$ cat config.mk
export PLATFORM = sky130hd
export DESIGN_NAME = bitmask_run_range_packer
export DESIGN_NICKNAME = d
export VERILOG_FILES = /design/src/rtl/bmrp_pkg.sv /design/src/rtl/bitmask_run_range_packer.sv /design/src/rtl/bmrp_ctz.sv /design/src/rtl/bmrp_out_reg.sv
export SDC_FILE = /design/constraint.sdc
export NUM_CORES = 1
export LEC_CHECK = 0
export BUFFER_PORTS_ARGS = -buffer_cell sky130_fd_sc_hd__clkbuf_2
export CELL_PAD_IN_SITES_DETAIL_PLACEMENT = 1
export CELL_PAD_IN_SITES_GLOBAL_PLACEMENT = 1
export CORE_ASPECT_RATIO = 0.9
export CORE_MARGIN = 2
export CORE_UTILIZATION = 43
export CTS_BUF_LIST = sky130_fd_sc_hd__clkbuf_2
export DETAILED_ROUTE_END_ITERATION = 16
export PLACE_DENSITY = 0.86
export SYNTH_ARGS = -nofsm -noshare
export SYNTH_HDL_FRONTEND = slang
export SYNTH_HIERARCHICAL = 1
export SYNTH_SLANG_ARGS = --single-unit
$ cat constraint.sdc
create_clock -name clk -period 5.5 [get_ports clk]
set_input_delay 0.55 -clock clk [delete_from_list [all_inputs] [get_ports clk]]
set_output_delay 0.55 -clock clk [all_outputs]
set_load 0.005 [all_outputs]
$ cat src/rtl/bmrp_pkg.sv
// shared types and constants for the bitmask run range packer
package bmrp_pkg;

  localparam int WORD_W  = 32;
  localparam int POS_W   = 5;   // bit position inside a mask word
  localparam int CNT_W   = 6;   // trailing-zero count, 0..32
  localparam int INDEX_W = 8;
  localparam int LEN_W   = 9;

  typedef struct packed {
    logic [INDEX_W-1:0] dest_index;
    logic [INDEX_W-1:0] source_index;
    logic [LEN_W-1:0]   run_length;
    logic               last_range;
  } result_t;

endpackage

$ cat src/rtl/bitmask_run_range_packer.sv
// top level of the bitmask run range packer: run sequencer and range state
//
// Takes one 32-bit use-mask word per input transaction and emits one result
// transaction per maximal run of set bits: source index (bit position plus
// 32 times the word number), tightly packed destination index and run length.
// A run starting at bit 0 that continues the held range merges into it; the
// newest range is held back until it can no longer grow and goes out with
// last_range set when the final word arrives (a zero-length end marker if the
// layout had no set bit at all). One shared trailing-zero counter does all the
// scanning: a find-start state locates a run start, a find-end state its end.
// in_stall stays high while a word is scanned, and also while the sequencer
// waits on out_stall to hand a range to the single output register. After
// reset no clearing is needed; the block can take a word once reset is low.
module bitmask_run_range_packer #(
  parameter int MAX_WORDS = 8
) (
  input  logic                         clk,
  input  logic                         rst,
  // input channel
  input  logic                         in_valid,
  output logic                         in_stall,
  input  logic [bmrp_pkg::WORD_W-1:0]  mask_word,
  input  logic                         final_word,
  // result channel
  output logic                         out_valid,
  input  logic                         out_stall,
  output logic [bmrp_pkg::INDEX_W-1:0] dest_index,
  output logic [bmrp_pkg::INDEX_W-1:0] source_index,
  output logic [bmrp_pkg::LEN_W-1:0]   run_length,
  output logic                         last_range
);

  localparam int WN_W = (MAX_WORDS > 1) ? $clog2(MAX_WORDS) : 1;

  typedef enum logic [1:0] {
    ST_IDLE,
    ST_FIND_START,
    ST_FIND_END,
    ST_FINISH
  } state_t;

  state_t state, state_next;

  // word in progress, consumed bits cleared as runs are taken
  logic [bmrp_pkg::WORD_W-1:0]  work, work_next;
  logic                         fin, fin_next;
  logic [bmrp_pkg::POS_W-1:0]   start, start_next;

  // range state carried across words
  logic [WN_W-1:0]              word_number, word_number_next;
  logic [bmrp_pkg::LEN_W-1:0]   next_dest, next_dest_next;
  logic [bmrp_pkg::INDEX_W-1:0] held_source, held_source_next;
  logic [bmrp_pkg::INDEX_W-1:0] held_dest, held_dest_next;
  logic [bmrp_pkg::LEN_W-1:0]   held_length, held_length_next;
  logic                         held_valid, held_valid_next;

  // shared scanner
  logic [bmrp_pkg::WORD_W-1:0]  ctz_word;
  logic [bmrp_pkg::CNT_W-1:0]   ctz_count;

  // output register handoff
  logic                         emit;
  bmrp_pkg::result_t            emit_data;
  logic                         out_free;

  // run arithmetic
  logic [WN_W+4:0]              base_full;
  logic [bmrp_pkg::LEN_W-1:0]   base9;
  logic [bmrp_pkg::CNT_W-1:0]   len;
  logic                         merge;

  assign in_stall  = (state != ST_IDLE);
  assign base_full = {word_number, 5'b0};
  assign base9     = bmrp_pkg::LEN_W'(base_full);
  assign len       = ctz_count - {1'b0, start};

  // a run at bit 0 extends the held range when that range ends exactly here
  assign merge = held_valid && (start == '0) && (word_number != '0) &&
                 (bmrp_pkg::LEN_W'({1'b0, held_source} + held_length) == base9);

  // start search looks for a one; end search looks for a zero at or above start
  assign ctz_word = (state == ST_FIND_END) ?
                    (~work & ({bmrp_pkg::WORD_W{1'b1}} << start)) : work;

  bmrp_ctz u_ctz (
    .word  (ctz_word),
    .count (ctz_count)
  );

  always_comb begin
    state_next       = state;
    work_next        = work;
    fin_next         = fin;
    start_next       = start;
    word_number_next = word_number;
    next_dest_next   = next_dest;
    held_source_next = held_source;
    held_dest_next   = held_dest;
    held_length_next = held_length;
    held_valid_next  = held_valid;
    emit             = 1'b0;
    emit_data        = '0;

    unique case (state)
      ST_IDLE: begin
        if (in_valid) begin
          work_next  = mask_word;
          fin_next   = final_word;
          state_next = ST_FIND_START;
        end
      end

      ST_FIND_START: begin
        if (work == '0) begin
          state_next = ST_FINISH;
        end else begin
          start_next = ctz_count[bmrp_pkg::POS_W-1:0];
          state_next = ST_FIND_END;
        end
      end

      ST_FIND_END: begin
        if (merge) begin
          held_length_next = held_length + bmrp_pkg::LEN_W'(len);
          next_dest_next   = next_dest + bmrp_pkg::LEN_W'(len);
          work_next        = work & ({bmrp_pkg::WORD_W{1'b1}} << ctz_count);
          state_next       = ST_FIND_START;
        end else if (!held_valid || out_free) begin
          // close the held range and open a new one
          emit                   = held_valid;
          emit_data.dest_index   = held_dest;
          emit_data.source_index = held_source;
          emit_data.run_length   = held_length;
          emit_data.last_range   = 1'b0;
          held_source_next = base9[bmrp_pkg::INDEX_W-1:0] +
                             bmrp_pkg::INDEX_W'(start);
          held_dest_next   = next_dest[bmrp_pkg::INDEX_W-1:0];
          held_length_next = bmrp_pkg::LEN_W'(len);
          held_valid_next  = 1'b1;
          next_dest_next   = next_dest + bmrp_pkg::LEN_W'(len);
          work_next        = work & ({bmrp_pkg::WORD_W{1'b1}} << ctz_count);
          state_next       = ST_FIND_START;
        end
      end

      ST_FINISH: begin
        if (!fin) begin
          // word counter wraps after the last allowed word
          if (word_number == WN_W'(MAX_WORDS - 1)) begin
            word_number_next = '0;
          end else begin
            word_number_next = word_number + 1'b1;
          end
          state_next = ST_IDLE;
        end else if (out_free) begin
          // final range, or the empty end marker when nothing was found
          emit                   = 1'b1;
          emit_data.dest_index   = held_valid ? held_dest : '0;
          emit_data.source_index = held_valid ? held_source : '0;
          emit_data.run_length   = held_valid ? held_length : '0;
          emit_data.last_range   = 1'b1;
          word_number_next = '0;
          next_dest_next   = '0;
          held_source_next = '0;
          held_dest_next   = '0;
          held_length_next = '0;
          held_valid_next  = 1'b0;
          state_next       = ST_IDLE;
        end
      end

      default: begin
        state_next = ST_IDLE;
      end
    endcase
  end

  always_ff @(posedge clk) begin
    if (rst) begin
      state       <= ST_IDLE;
      word_number <= '0;
      next_dest   <= '0;
      held_source <= '0;
      held_dest   <= '0;
      held_length <= '0;
      held_valid  <= 1'b0;
    end else begin
      state       <= state_next;
      word_number <= word_number_next;
      next_dest   <= next_dest_next;
      held_source <= held_source_next;
      held_dest   <= held_dest_next;
      held_length <= held_length_next;
      held_valid  <= held_valid_next;
    end
    work  <= work_next;
    fin   <= fin_next;
    start <= start_next;
  end

  bmrp_out_reg u_out (
    .clk          (clk),
    .rst          (rst),
    .load         (emit),
    .load_data    (emit_data),
    .free         (out_free),
    .out_valid    (out_valid),
    .out_stall    (out_stall),
    .dest_index   (dest_index),
    .source_index (source_index),
    .run_length   (run_length),
    .last_range   (last_range)
  );

endmodule

$ cat src/rtl/bmrp_ctz.sv
// shared trailing-zero counter, returns 32 for an all-zero word
module bmrp_ctz (
  input  logic [bmrp_pkg::WORD_W-1:0] word,
  output logic [bmrp_pkg::CNT_W-1:0]  count
);

  always_comb begin
    count = bmrp_pkg::CNT_W'(bmrp_pkg::WORD_W);
    for (int i = bmrp_pkg::WORD_W - 1; i >= 0; i--) begin
      if (word[i]) begin
        count = bmrp_pkg::CNT_W'(i);
      end
    end
  end

endmodule

$ cat src/rtl/bmrp_out_reg.sv
// result output register between the sequencer and the downstream side
module bmrp_out_reg (
  input  logic                        clk,
  input  logic                        rst,
  input  logic                        load,
  input  bmrp_pkg::result_t           load_data,
  output logic                        free,
  output logic                        out_valid,
  input  logic                        out_stall,
  output logic [bmrp_pkg::INDEX_W-1:0] dest_index,
  output logic [bmrp_pkg::INDEX_W-1:0] source_index,
  output logic [bmrp_pkg::LEN_W-1:0]   run_length,
  output logic                        last_range
);

  bmrp_pkg::result_t held;

  // a slot is free when empty or being drained this cycle
  assign free = !out_valid || !out_stall;

  always_ff @(posedge clk) begin
    if (rst) begin
      out_valid <= 1'b0;
    end else if (load) begin
      out_valid <= 1'b1;
    end else if (!out_stall) begin
      out_valid <= 1'b0;
    end
    if (load) begin
      held <= load_data;
    end
  end

  assign dest_index   = held.dest_index;
  assign source_index = held.source_index;
  assign run_length   = held.run_length;
  assign last_range   = held.last_range;

endmodule

Word-level counts from Yosys, hierarchy flattened
Index checks and enable logic that the tools add are counted.
{"block": "word_totals", "regBits": 105, "inputBits": 37, "out_inout_bits": 28, "wordCells": 146}
{"block": "op_classes", "shifts": 2, "add_sub_neg": 6, "n_mux": 83, "n_reduce_logical": 22, "n_bitwise": 4, "n_eq_ne": 14}
{"cell": "2-to-1 mux 6 bit", "count": 32}
{"cell": "2-to-1 mux 32 bit", "count": 4}
{"cell": "2-to-1 mux 26 bit", "count": 4}
{"cell": "bitwise AND 32 bit", "count": 2}
{"cell": "2-to-1 mux 8 bit", "count": 8}
{"cell": "one-hot mux 32 bit (2 select lines)", "count": 1}
{"cell": "2-to-1 mux 9 bit", "count": 7}
{"cell": "one-hot mux 26 bit (2 select lines)", "count": 1}
{"cell": "one-hot mux 9 bit (2 select lines)", "count": 2}
{"cell": "zero test 32 bit", "count": 1}
{"cell": "NOT 32 bit", "count": 1}
{"cell": "one-hot mux 8 bit (2 select lines)", "count": 2}
{"cell": "<< shifter 32 x 5 -> 32 bit (first input constant)", "count": 1}
{"cell": "<< shifter 32 x 6 -> 32 bit (first input constant)", "count": 1}
{"cell": "adder 9 x 6 -> 9 bit", "count": 2}
{"cell": "2-to-1 mux 1 bit", "count": 11}
{"cell": "2-to-1 mux 2 bit", "count": 5}
{"cell": "adder 8 x 9 -> 9 bit", "count": 1}
{"cell": "== test 9 x 8 -> 1 bit", "count": 1}
{"cell": "2-to-1 mux 3 bit", "count": 3}
{"cell": "adder 8 x 5 -> 8 bit", "count": 1}
{"cell": "inequality test 2 bit (second input constant)", "count": 4}
{"cell": "one-hot mux 2 bit (4 select lines)", "count": 1}
{"cell": "inequality test 2 x 1 -> 1 bit (second input constant)", "count": 3}
{"cell": "20 further kinds", "count": 32}

Longest topological paths before layout
Gate-level depths: netlist (run 1).
{"block": "logic_depth", "depth_word": 40, "depth_mapped": 28, "depth_no_buf": 24}

Hierarchy
Netlist (run 1), hierarchy kept.
{"mod": "bitmask_run_range_packer", "area_per_inst_um2": 5320.1, "instances": 1, "cells_each": 613}
{"mod": "bmrp_out_reg", "area_per_inst_um2": 813.3, "instances": 1, "cells_each": 30}
{"mod": "bmrp_ctz", "area_per_inst_um2": 367.9, "instances": 1, "cells_each": 65}

Least setup slack after synthesis (run 1)
No wires, ideal clock.
{"block": "synth_path", "path_type": "flip-flop to flip-flop", "start": "register held_source[0] (netlist name)", "end": "register work[0] (netlist name), enable pin", "t_arrival_ns": 5.129, "setup_ns": 0.470, "stages_incl_launch_ff": 11, "path_slack_ns": -0.099, "period_less_slack_ns": 5.599, "path_cell_list": "dfxtp_1 ha_1 fa_1 or4b_1 a2111oi_2 o21ai_1 nor4b_2 nand4_1 buf_2 and2_1 a211oi_1"}
{"block": "synth_via", "elab_chain_len": 5}
{"item": "start: declaration", "line": "bitmask_run_range_packer.sv:52", "text": "logic [bmrp_pkg::INDEX_W-1:0] held_source, held_source_next;"}
{"item": "start signal: assignment", "line": "bitmask_run_range_packer.sv:191", "text": "held_source <= held_source_next;"}
{"item": "adder 8 x 9 -> 9 bit", "line": "bitmask_run_range_packer.sv:79", "text": "(bmrp_pkg::LEN_W'({1'b0, held_source} + held_length) == base9);"}
{"item": "== test 9 x 8 -> 1 bit", "line": "bitmask_run_range_packer.sv:79"}
{"item": "logical AND 1 bit", "line": "bitmask_run_range_packer.sv:78", "text": "assign merge = held_valid && (start == '0) && (word_number != '0) &&"}
{"item": "inequality test 3 x 2 -> 1 bit (no source line)"}
{"item": "AND reduction 3 bit (no source line)"}
{"item": "end signal: assignment", "line": "bitmask_run_range_packer.sv:196", "text": "work <= work_next;"}
{"item": "end: declaration", "line": "bitmask_run_range_packer.sv:45", "text": "logic [bmrp_pkg::WORD_W-1:0] work, work_next;"}
No other way between the ends.
A chain may end at the register's enable or synchronous reset.

Worst setup path after layout (run 1)
{"block": "layout_path", "start": "register start[0] (netlist name)", "end": "register held_length[8] (netlist name)"}
{"block": "layout_via", "word_cells_on_any_way": 45, "cone_classes": "2 x add/sub; 1 x eq/ne; 1 x shift; 35 x mux; 1 x bitwise; 5 x reduce/logical"}
{"item": "start: declaration", "line": "bitmask_run_range_packer.sv:47", "text": "logic [bmrp_pkg::POS_W-1:0] start, start_next;"}
{"item": "start signal: assignment", "line": "bitmask_run_range_packer.sv:198", "text": "start <= start_next;"}
{"item": "<< shifter 32 x 5 -> 32 bit", "line": "bitmask_run_range_packer.sv:83", "text": "(~work & ({bmrp_pkg::WORD_W{1'b1}} << start)) : work;"}
{"item": "bitwise AND 32 bit", "line": "bitmask_run_range_packer.sv:83"}
{"item": "2-to-1 mux 32 bit", "line": "bitmask_run_range_packer.sv:82", "text": "assign ctz_word = (state == ST_FIND_END) ?"}
{"item": "named net ctz_word, one bit", "line": "bitmask_run_range_packer.sv:58", "text": "logic [bmrp_pkg::WORD_W-1:0] ctz_word;"}
{"item": "2-to-1 mux 6 bit (5 in series)", "line": "bmrp_ctz.sv:10", "text": "if (word[i]) begin"}
{"item": "named net ctz_count, one bit", "line": "bitmask_run_range_packer.sv:59", "text": "logic [bmrp_pkg::CNT_W-1:0] ctz_count;"}
{"item": "subtractor 6 x 5 -> 6 bit", "line": "bitmask_run_range_packer.sv:75", "text": "assign len = ctz_count - {1'b0, start};"}
{"item": "adder 9 x 6 -> 9 bit", "line": "bitmask_run_range_packer.sv:124", "text": "held_length_next = held_length + bmrp_pkg::LEN_W'(len);"}
{"item": "2-to-1 mux 9 bit", "line": "bitmask_run_range_packer.sv:123", "text": "if (merge) begin"}
{"item": "one-hot mux 9 bit (2 select lines)", "line": "bitmask_run_range_packer.sv:104", "text": "unique case (state)"}
{"item": "end signal: assignment", "line": "bitmask_run_range_packer.sv:193", "text": "held_length <= held_length_next;"}
{"item": "end: declaration", "line": "bitmask_run_range_packer.sv:54", "text": "logic [bmrp_pkg::LEN_W-1:0] held_length, held_length_next;"}
The timed path passes the listed nets, and every way through them passes these cells.

==> metrics, run 1 <==
Pre-Repair DR Iteration Count=5; Sink Count=104; crit path time final=between 5 and 6 ns; core area=approximately 15000 um2; GP Congestion=0.940; ratio of total power to cell area=~230 nW/um2; Die W=between 100 and 150 um; Leak Pwr=around 3 nW; Worst Setup End Kind=flip-flop; CP Class=reg2reg; final HPWL from detailed placement=approximately 15000 um; crit path max fanout=8; mean routed wirelength per cell=a little over 20 um; DR iter-0 viols=~450; DIE HEIGHT=around 120 um; Num CTS Buffers=9; Worst Hold End=fin; total number of vias=slightly below 6000; slowest cell on the critical path=edfxtp_1; hold path cells=1; count of input and output buffers=between 60 and 70; global-route wire length before repair=approximately 32000 um; Reg2Reg Depth=24; drt via density=roughly 6; Setup Skew=about 0.060 ns; row cnt=42; Final setup viols=0; Root Buffer=clkbuf_2; Core Util, Final=50.9%; worst endpoint required time=about 6 ns; family with the most delay on the worst path=simple AND/OR/NAND/NOR gates; slew at the pin closest to its max-slew limit=between 1 and 1.5 ns; CP arrival=between 5 and 6 ns; WP buf/inv=3; Max Cap Viol=0; Sum Neg Setup Slack=0 ns; mapped cell area=approximately 6500 um2; r2r endpoint=held_length[8]; Worst Hold Launch=final_word; largest net degree at the start of global routing=57; Achievable Freq=between 150 and 200 MHz; crit-path most repeated cell=nor2_1; area grow syn2layout=15.7%; Initial Util=44.0%; Congestion Overflow GR=0; maximum vdd drop=0.105 mV; prevailing post-synth register cell=edfxtp_1; synth warn=6; overall global routing resource usage=between 20% and 30%; Layout Nets=roughly 860; CP cell instances=buf_4, buf_4, nor2_1, nor2_1, o31ai_2, buf_4, nor2_1, o31ai_1, or4_1, nor3_1, a21o_1, ha_1, nor2b_1, o21ai_0, a21boi_0, o21a_1, nor2_1, xor2_2, ha_1, o21ai_0, nand2b_1, and3_1, o32ai_1, a22o_1; dpl cells=962; RSZ-0062 raised after global routing=yes; vias in the first global route=between 5000 and 6000; final count of hold timing violations=0; drt total wl=20600 um; ys async rst share=0%; clock-pin slew on the worst setup and hold paths=~0.33 ns; DR DRC count=0; Synth cell types=63; Non-Filler Instances=approximately 1000; die area=between 15000 and 20000 um2; Mapped Nets=~780; Design Area, Final=around 7500 um2; Seq cells post-synth=104; total I/O pin count=65; final antenna-violating net count=0; Worst-Skew Late Latency=0.65 ns; synthesized instance count=between 700 and 800; layout cell share with drive strength beyond 1=roughly 20%; sequential-to-total area share from yosys stat=a little over two fifths; Avg Cell Area, Syn=9.18 um2; H-tree Lvls=3; Worst R2R Setup Slack=0.21 ns; # fillers=about 1700; final slew viol count=0; Worst R2R Start=start[0]; placed cell areas=roughly 7000 um2; Hold WC Path Type=in2reg; status=complete, no violations; Clock Path Buffers=2; CTS tree=built; hold buffers post-CTS=0; Slew headroom=roughly a fifth; initial antenna violation count=1; Final period util=96.1%; hold_ws=0.0779 ns; Startpoint Class=flip-flop; Worst path max stage delay=slightly below 0.6 ns; number of enable flip-flop cells after synthesis=64
## cells in the final DEF, fill, tap and decap left out, types with 19 or more instances in the layout
cell      count
edfxtp_1     64
clkbuf_2     75
inv_1        36
a21oi_1      31
ha_1         27
and2_1       28
buf_4        42
o21ai_0      37
nand2_1      82
dfxtp_1      40
nor2_1       44
nand3_1      28
mux2i_1      19
## through the flow
step | worst slack (ns) | power (mW)
4_1_cts | 0.00848 | 1.70
2_1_floorplan | 0.196 | 1.16
5_1_grt | -0.0540 | 1.80
3_5_place_dp | 0.158 | 1.30
3_3_place_gp | 0.353 | 1.28
6_report | 0.212 | 1.73
## worst max-delay path by stage
stage,startpoint,endpoint,slack (ns),cells after the start
2_1_floorplan,state[0],held_length[7],0.20,25
3_3_place_gp,start[3],held_length[8],0.35,21
3_5_place_dp,state[0],held_length[8],0.16,21
4_1_cts,start[0],held_length[8],0.008,22
5_1_grt,start[3],held_length[8],-0.05,23
6_report,start[0],held_length[8],0.21,24
## cell families after synthesis
family	share of synthesized area (%)
simple gates	20.6
compound gates	20.8
flops	41.9
buf+inv	4.48
fa+ha+maj	6.62
mux	3.10
xor+xnor	2.56
## repair_timing
item | in CTS | in global routing
setup endpoints to repair | 0 | 7
gates resized for setup | 0 | 30
buffers inserted | 0 | 15
endpoints found under the hold margin | 0 | 0
## registers in the layout, summed over array words and instances (netlist names), 8 cells and up
| name | flops |
|---|---|
| u_out/dest_index | 8 |
| held_dest | 8 |
| u_out/source_index | 8 |
| held_length | 9 |
| next_dest | 8 |
| held_source | 8 |
| work | 32 |
| u_out/run_length | 9 |
## synthesized netlist by cell type (3+ instances only)
| cell | n | share of area (%) |
|---|---|---|
| nor2_1 | 46 | 2.7 |
| a21oi_1 | 33 | 2.5 |
| and3_1 | 3 | 0.29 |
| nand4_1 | 6 | 0.58 |
| xor2_1 | 10 | 1.3 |
| dfxtp_1 | 40 | 12 |
| nor3_1 | 15 | 1.2 |
| a211oi_1 | 5 | 0.58 |
| nand3_1 | 29 | 2.2 |
| nor4_1 | 19 | 1.8 |
| fa_1 | 4 | 1.2 |
| o21ai_1 | 4 | 0.31 |
| inv_1 | 37 | 2.1 |
| o2bb2ai_1 | 4 | 0.54 |
| nor2b_1 | 11 | 1.1 |
| a22oi_1 | 3 | 0.35 |
| o41ai_1 | 7 | 0.94 |
| xnor2_1 | 9 | 1.2 |
| mux2i_1 | 19 | 2.9 |
| ha_1 | 28 | 5.4 |
| edfxtp_1 | 64 | 30 |
| o21bai_1 | 3 | 0.35 |
| o32ai_1 | 3 | 0.40 |
| a21o_1 | 12 | 1.4 |
| nand2_1 | 83 | 4.8 |
| o21a_1 | 7 | 0.81 |
| nor3b_1 | 5 | 0.58 |
| or4_1 | 3 | 0.35 |
| a22o_1 | 9 | 1.2 |
| and2_1 | 28 | 2.7 |
| o31ai_1 | 12 | 1.4 |
| o211ai_1 | 5 | 0.58 |
| a32o_1 | 18 | 2.8 |
| nand2b_1 | 10 | 0.96 |
| a2111oi_0 | 4 | 0.54 |
| clkbuf_1 | 30 | 1.7 |
| buf_1 | 4 | 0.23 |
| o21ai_0 | 42 | 3.2 |
## final cells by class
type                       instances  area (um2)  share of cell area [%]
multi-input combinational        529        3620                    48.1
sequential                       104        2720                    36.2
timing repair buffer             108         661                    8.78
tap                              198         248                    3.29
inverter                          38         146                    1.95
clock inverter                     6        76.3                    1.01
clock buffer                      10        50.0                   0.665
antenna                            1        2.50                  0.0333
## metal layers
| metal | GRT usage, % | vias to the layer above | routed length, um | share of wire, % |
|---|---|---|---|---|
| met2 | 40.4 | 256 | 9360 | 45 |
| met5 | 0 | - | 0 | 0 |
| met4 | 8.84 | 0 | 515 | 2.5 |
| met3 | 6.71 | 46 | 1710 | 8.3 |
| met1 | 34.1 | 2879 | 9050 | 44 |
| li1 | - | 2781 | - | - |
## where the power goes
group	total (mW)	internal, mW	leakage, nW	switching (mW)
sequential	0.918	0.870	0.918	0.0480
clock	0.401	0.116	0.0790	0.285
combinational	0.411	0.162	1.97	0.249
total	1.73	1.15	2.97	0.582
Power figures use the tool's default switching activity.
==> inputs of run 2 (changes only) <==
--- a/config.mk
+++ b/config.mk
@@ -13,6 +13,7 @@
 export CORE_UTILIZATION = 43
 export CTS_BUF_LIST = sky130_fd_sc_hd__clkbuf_2
 export DETAILED_ROUTE_END_ITERATION = 16
+export GPL_TIMING_DRIVEN = 0
 export PLACE_DENSITY = 0.86
 export SYNTH_ARGS = -nofsm -noshare
 export SYNTH_HDL_FRONTEND = slang
==> run 2 against run 1 <==
  * Combinational power increased by 6.1%
  * Flip-flop and latch count unchanged
  * Utilization increased by 0.60 points
  * Highest routed layer unchanged
  * Sequential power about the same
  * Critical endpoint is now held_length[7]
==> metrics, run 2 (same netlist as run 1, synthesis figures left out) <==
Largest register FFs=32; dpl cells=971; Initial Util=44.0%; clock-pin slew on the worst setup and hold paths=approximately 0.29 ns; n_diodes=0; Congestion Overflow GR=0; r2r endpoint=held_length[7]; Layout Nets=~870; Startpoint Class=flip-flop; final slew viol count=0; Worst Hold Launch=final_word; crit-path most repeated cell=buf_4; CTS tree=built; drt total wl=21300 um; part of the power in registers=52.4%; total number of vias=approximately 6000; WP buf/inv=6; H-tree Lvls=3; layout cell share with drive strength beyond 1=a little under a fifth; worst endpoint required time=6.10 ns; drt via density=6.10; Int Pwr=between 1 and 1.5 mW; family with the most delay on the worst path=compound AO/OA/AOI/OAI gates; Worst Setup End Kind=flip-flop; Slew headroom=4.10%; slowest cell on the critical path=fa_2; RSZ-0062 raised after global routing=no; DR iter-0 viols=between 400 and 500; footprint of the multi-input gates=3710 um2; die area=16100 um2; register with the most flip-flops=work; Clock Power Share=between 20 and 25%; commonest non-fill, non-tap cell in the layout=nand2_1; crit path time final=about 5.3 ns; CP arrival=5.88 ns; slew at the pin closest to its max-slew limit=roughly 1.4 ns; Worst R2R Start=state[0]; Gate power share=between 20 and 25%; Worst path max stage delay=0.48 ns; global-route wire length before repair=between 30000 and 40000 um; Achievable Freq=189 MHz; Die W=approximately 130 um; Sink Count=around 100; Final setup viols=0; overall global routing resource usage=a little over a quarter; Max Cap Viol=0; initial antenna violation count=0; maximum vdd drop=~0.2 mV; Setup Skew=0.0400 ns; # fillers=1725; area grow syn2layout=17.1%; CP cell instances=nand2b_1, buf_4, buf_4, buf_4, a21o_1, nor3b_1, nor3_1, o31ai_1, o2111ai_2, a221oi_4, clkbuf_8, inv_1, ha_1, inv_1, fa_2, ha_1, a21o_1, a21oi_2, o21ai_0, a21oi_1, nor2b_1, o21a_1, o32ai_1, a22o_1; sw power=around 600 uW; Non-Filler Instances=between 1000 and 1500; Clock Path Buffers=2; mean routed wirelength per cell=approximately 21 um; count of input and output buffers=64; core area=around 15000 um2; DIE HEIGHT=~120 um; Final period util=96.0%; final antenna-violating net count=0; crit path max fanout=10; GP Congestion=between 0.9 and 1; final count of hold timing violations=0; Net Sw Frac=34.1%; Root Buffer=clkbuf_2; Reg2Reg Depth=24; largest net degree at the start of global routing=28; Worst R2R Setup Slack=~0.22 ns; final HPWL from detailed placement=approximately 16000 um; Worst Hold End=fin; Sequential Area=2730 um2; ratio of total power to cell area=roughly 230 nW/um2; Leak Pwr=roughly 3 nW; hold path cells=1; status=complete, no violations; Pre-Repair DR Iteration Count=5; most frequent cells in the layout=nand2_1, clkbuf_2, edfxtp_1, nor2_1, dfxtp_1; Num CTS Buffers=9; Power, Total=1.75 mW; total I/O pin count=65; Worst-Skew Late Latency=between 0.6 and 0.7 ns; CP Class=reg2reg; row cnt=between 40 and 50; DR DRC count=0; Hold WC Path Type=in2reg; vias in the first global route=between 6000 and 7000
==> run 2: changes by cell type in the layout (fill, tap and decap cells not counted), sizes merged <==
cell | before | now
clkbuf | 75 | 95
clkinv | 3 | 2
clkinvlp | 1 | 2
buf | 43 | 30
inv | 39 | 40
diode | 1 | 0
==> run 2: layout make-up <==
cell class	count	area share, %
buffer	35	2.37
clock buffer	9	0.592
clock inverter	7	1.10
inverter	38	1.92
multi-input combinational	529	48.8
sequential	104	35.8
tap	198	3.25
timing repair buffer	81	6.15
==> run 2: worst max-delay path by stage <==
stage,from,end,slack (ns),cells past startpoint
2_1_floorplan,state[0],held_length[7],0.20,25
3_3_place_gp,state[0],held_length[8],-1.82,26
3_5_place_dp,state[0],held_length[8],-1.95,27
4_1_cts,state[0],held_length[8],0.004,25
5_1_grt,state[1],held_length[8],0.004,22
6_report,state[0],held_length[7],0.22,24
==> run 2: what timing repair did <==
item / 4_1_cts / 5_1_grt
resized for setup: 43 / 39
endpoints found under the setup margin: 20 / 7
buffers inserted: 6 / 10
hold buffers: 0 / 0
cloned: 0 / 0
pin swaps: 3 / 8
==> run 2: per-layer routing <==
metal | up-vias | track usage (%) | routed length [um]
met3 | 30 | 5.03 | 1620
met5 | - | 0 | 0
met4 | 0 | 7.51 | 322
met2 | 267 | 41.5 | 9660
li1 | 2805 | - | -
met1 | 3007 | 37.4 | 9710
==> run 2: stage by stage <==
step                instance area, um2  utilization [%]  worst slack, ns  hold slack [ns]  setup TNS [ns]
finish                            7610             51.5            0.221           0.0952               0
global route                      7610             51.5          0.00408           0.0307               0
CTS                               7430             50.3          0.00384           0.0446               0
detailed placement                7110             48.1            -1.95            0.456          -21.73
global placement                  7070             47.9            -1.82            0.440          -20.41
floorplan                         6510                -            0.196            0.430               0
==> run 2: power by group through the flow <==
stage / combinational [mW] / clock [mW] / sequential (mW)
5_1_grt: 0.472 / 0.430 / 0.921
3_5_place_dp: 0.369 / 0 / 0.929
2_1_floorplan: 0.253 / 0 / 0.909
4_1_cts: 0.397 / 0.407 / 0.914
6_report: 0.436 / 0.397 / 0.918
3_3_place_gp: 0.343 / 0 / 0.926
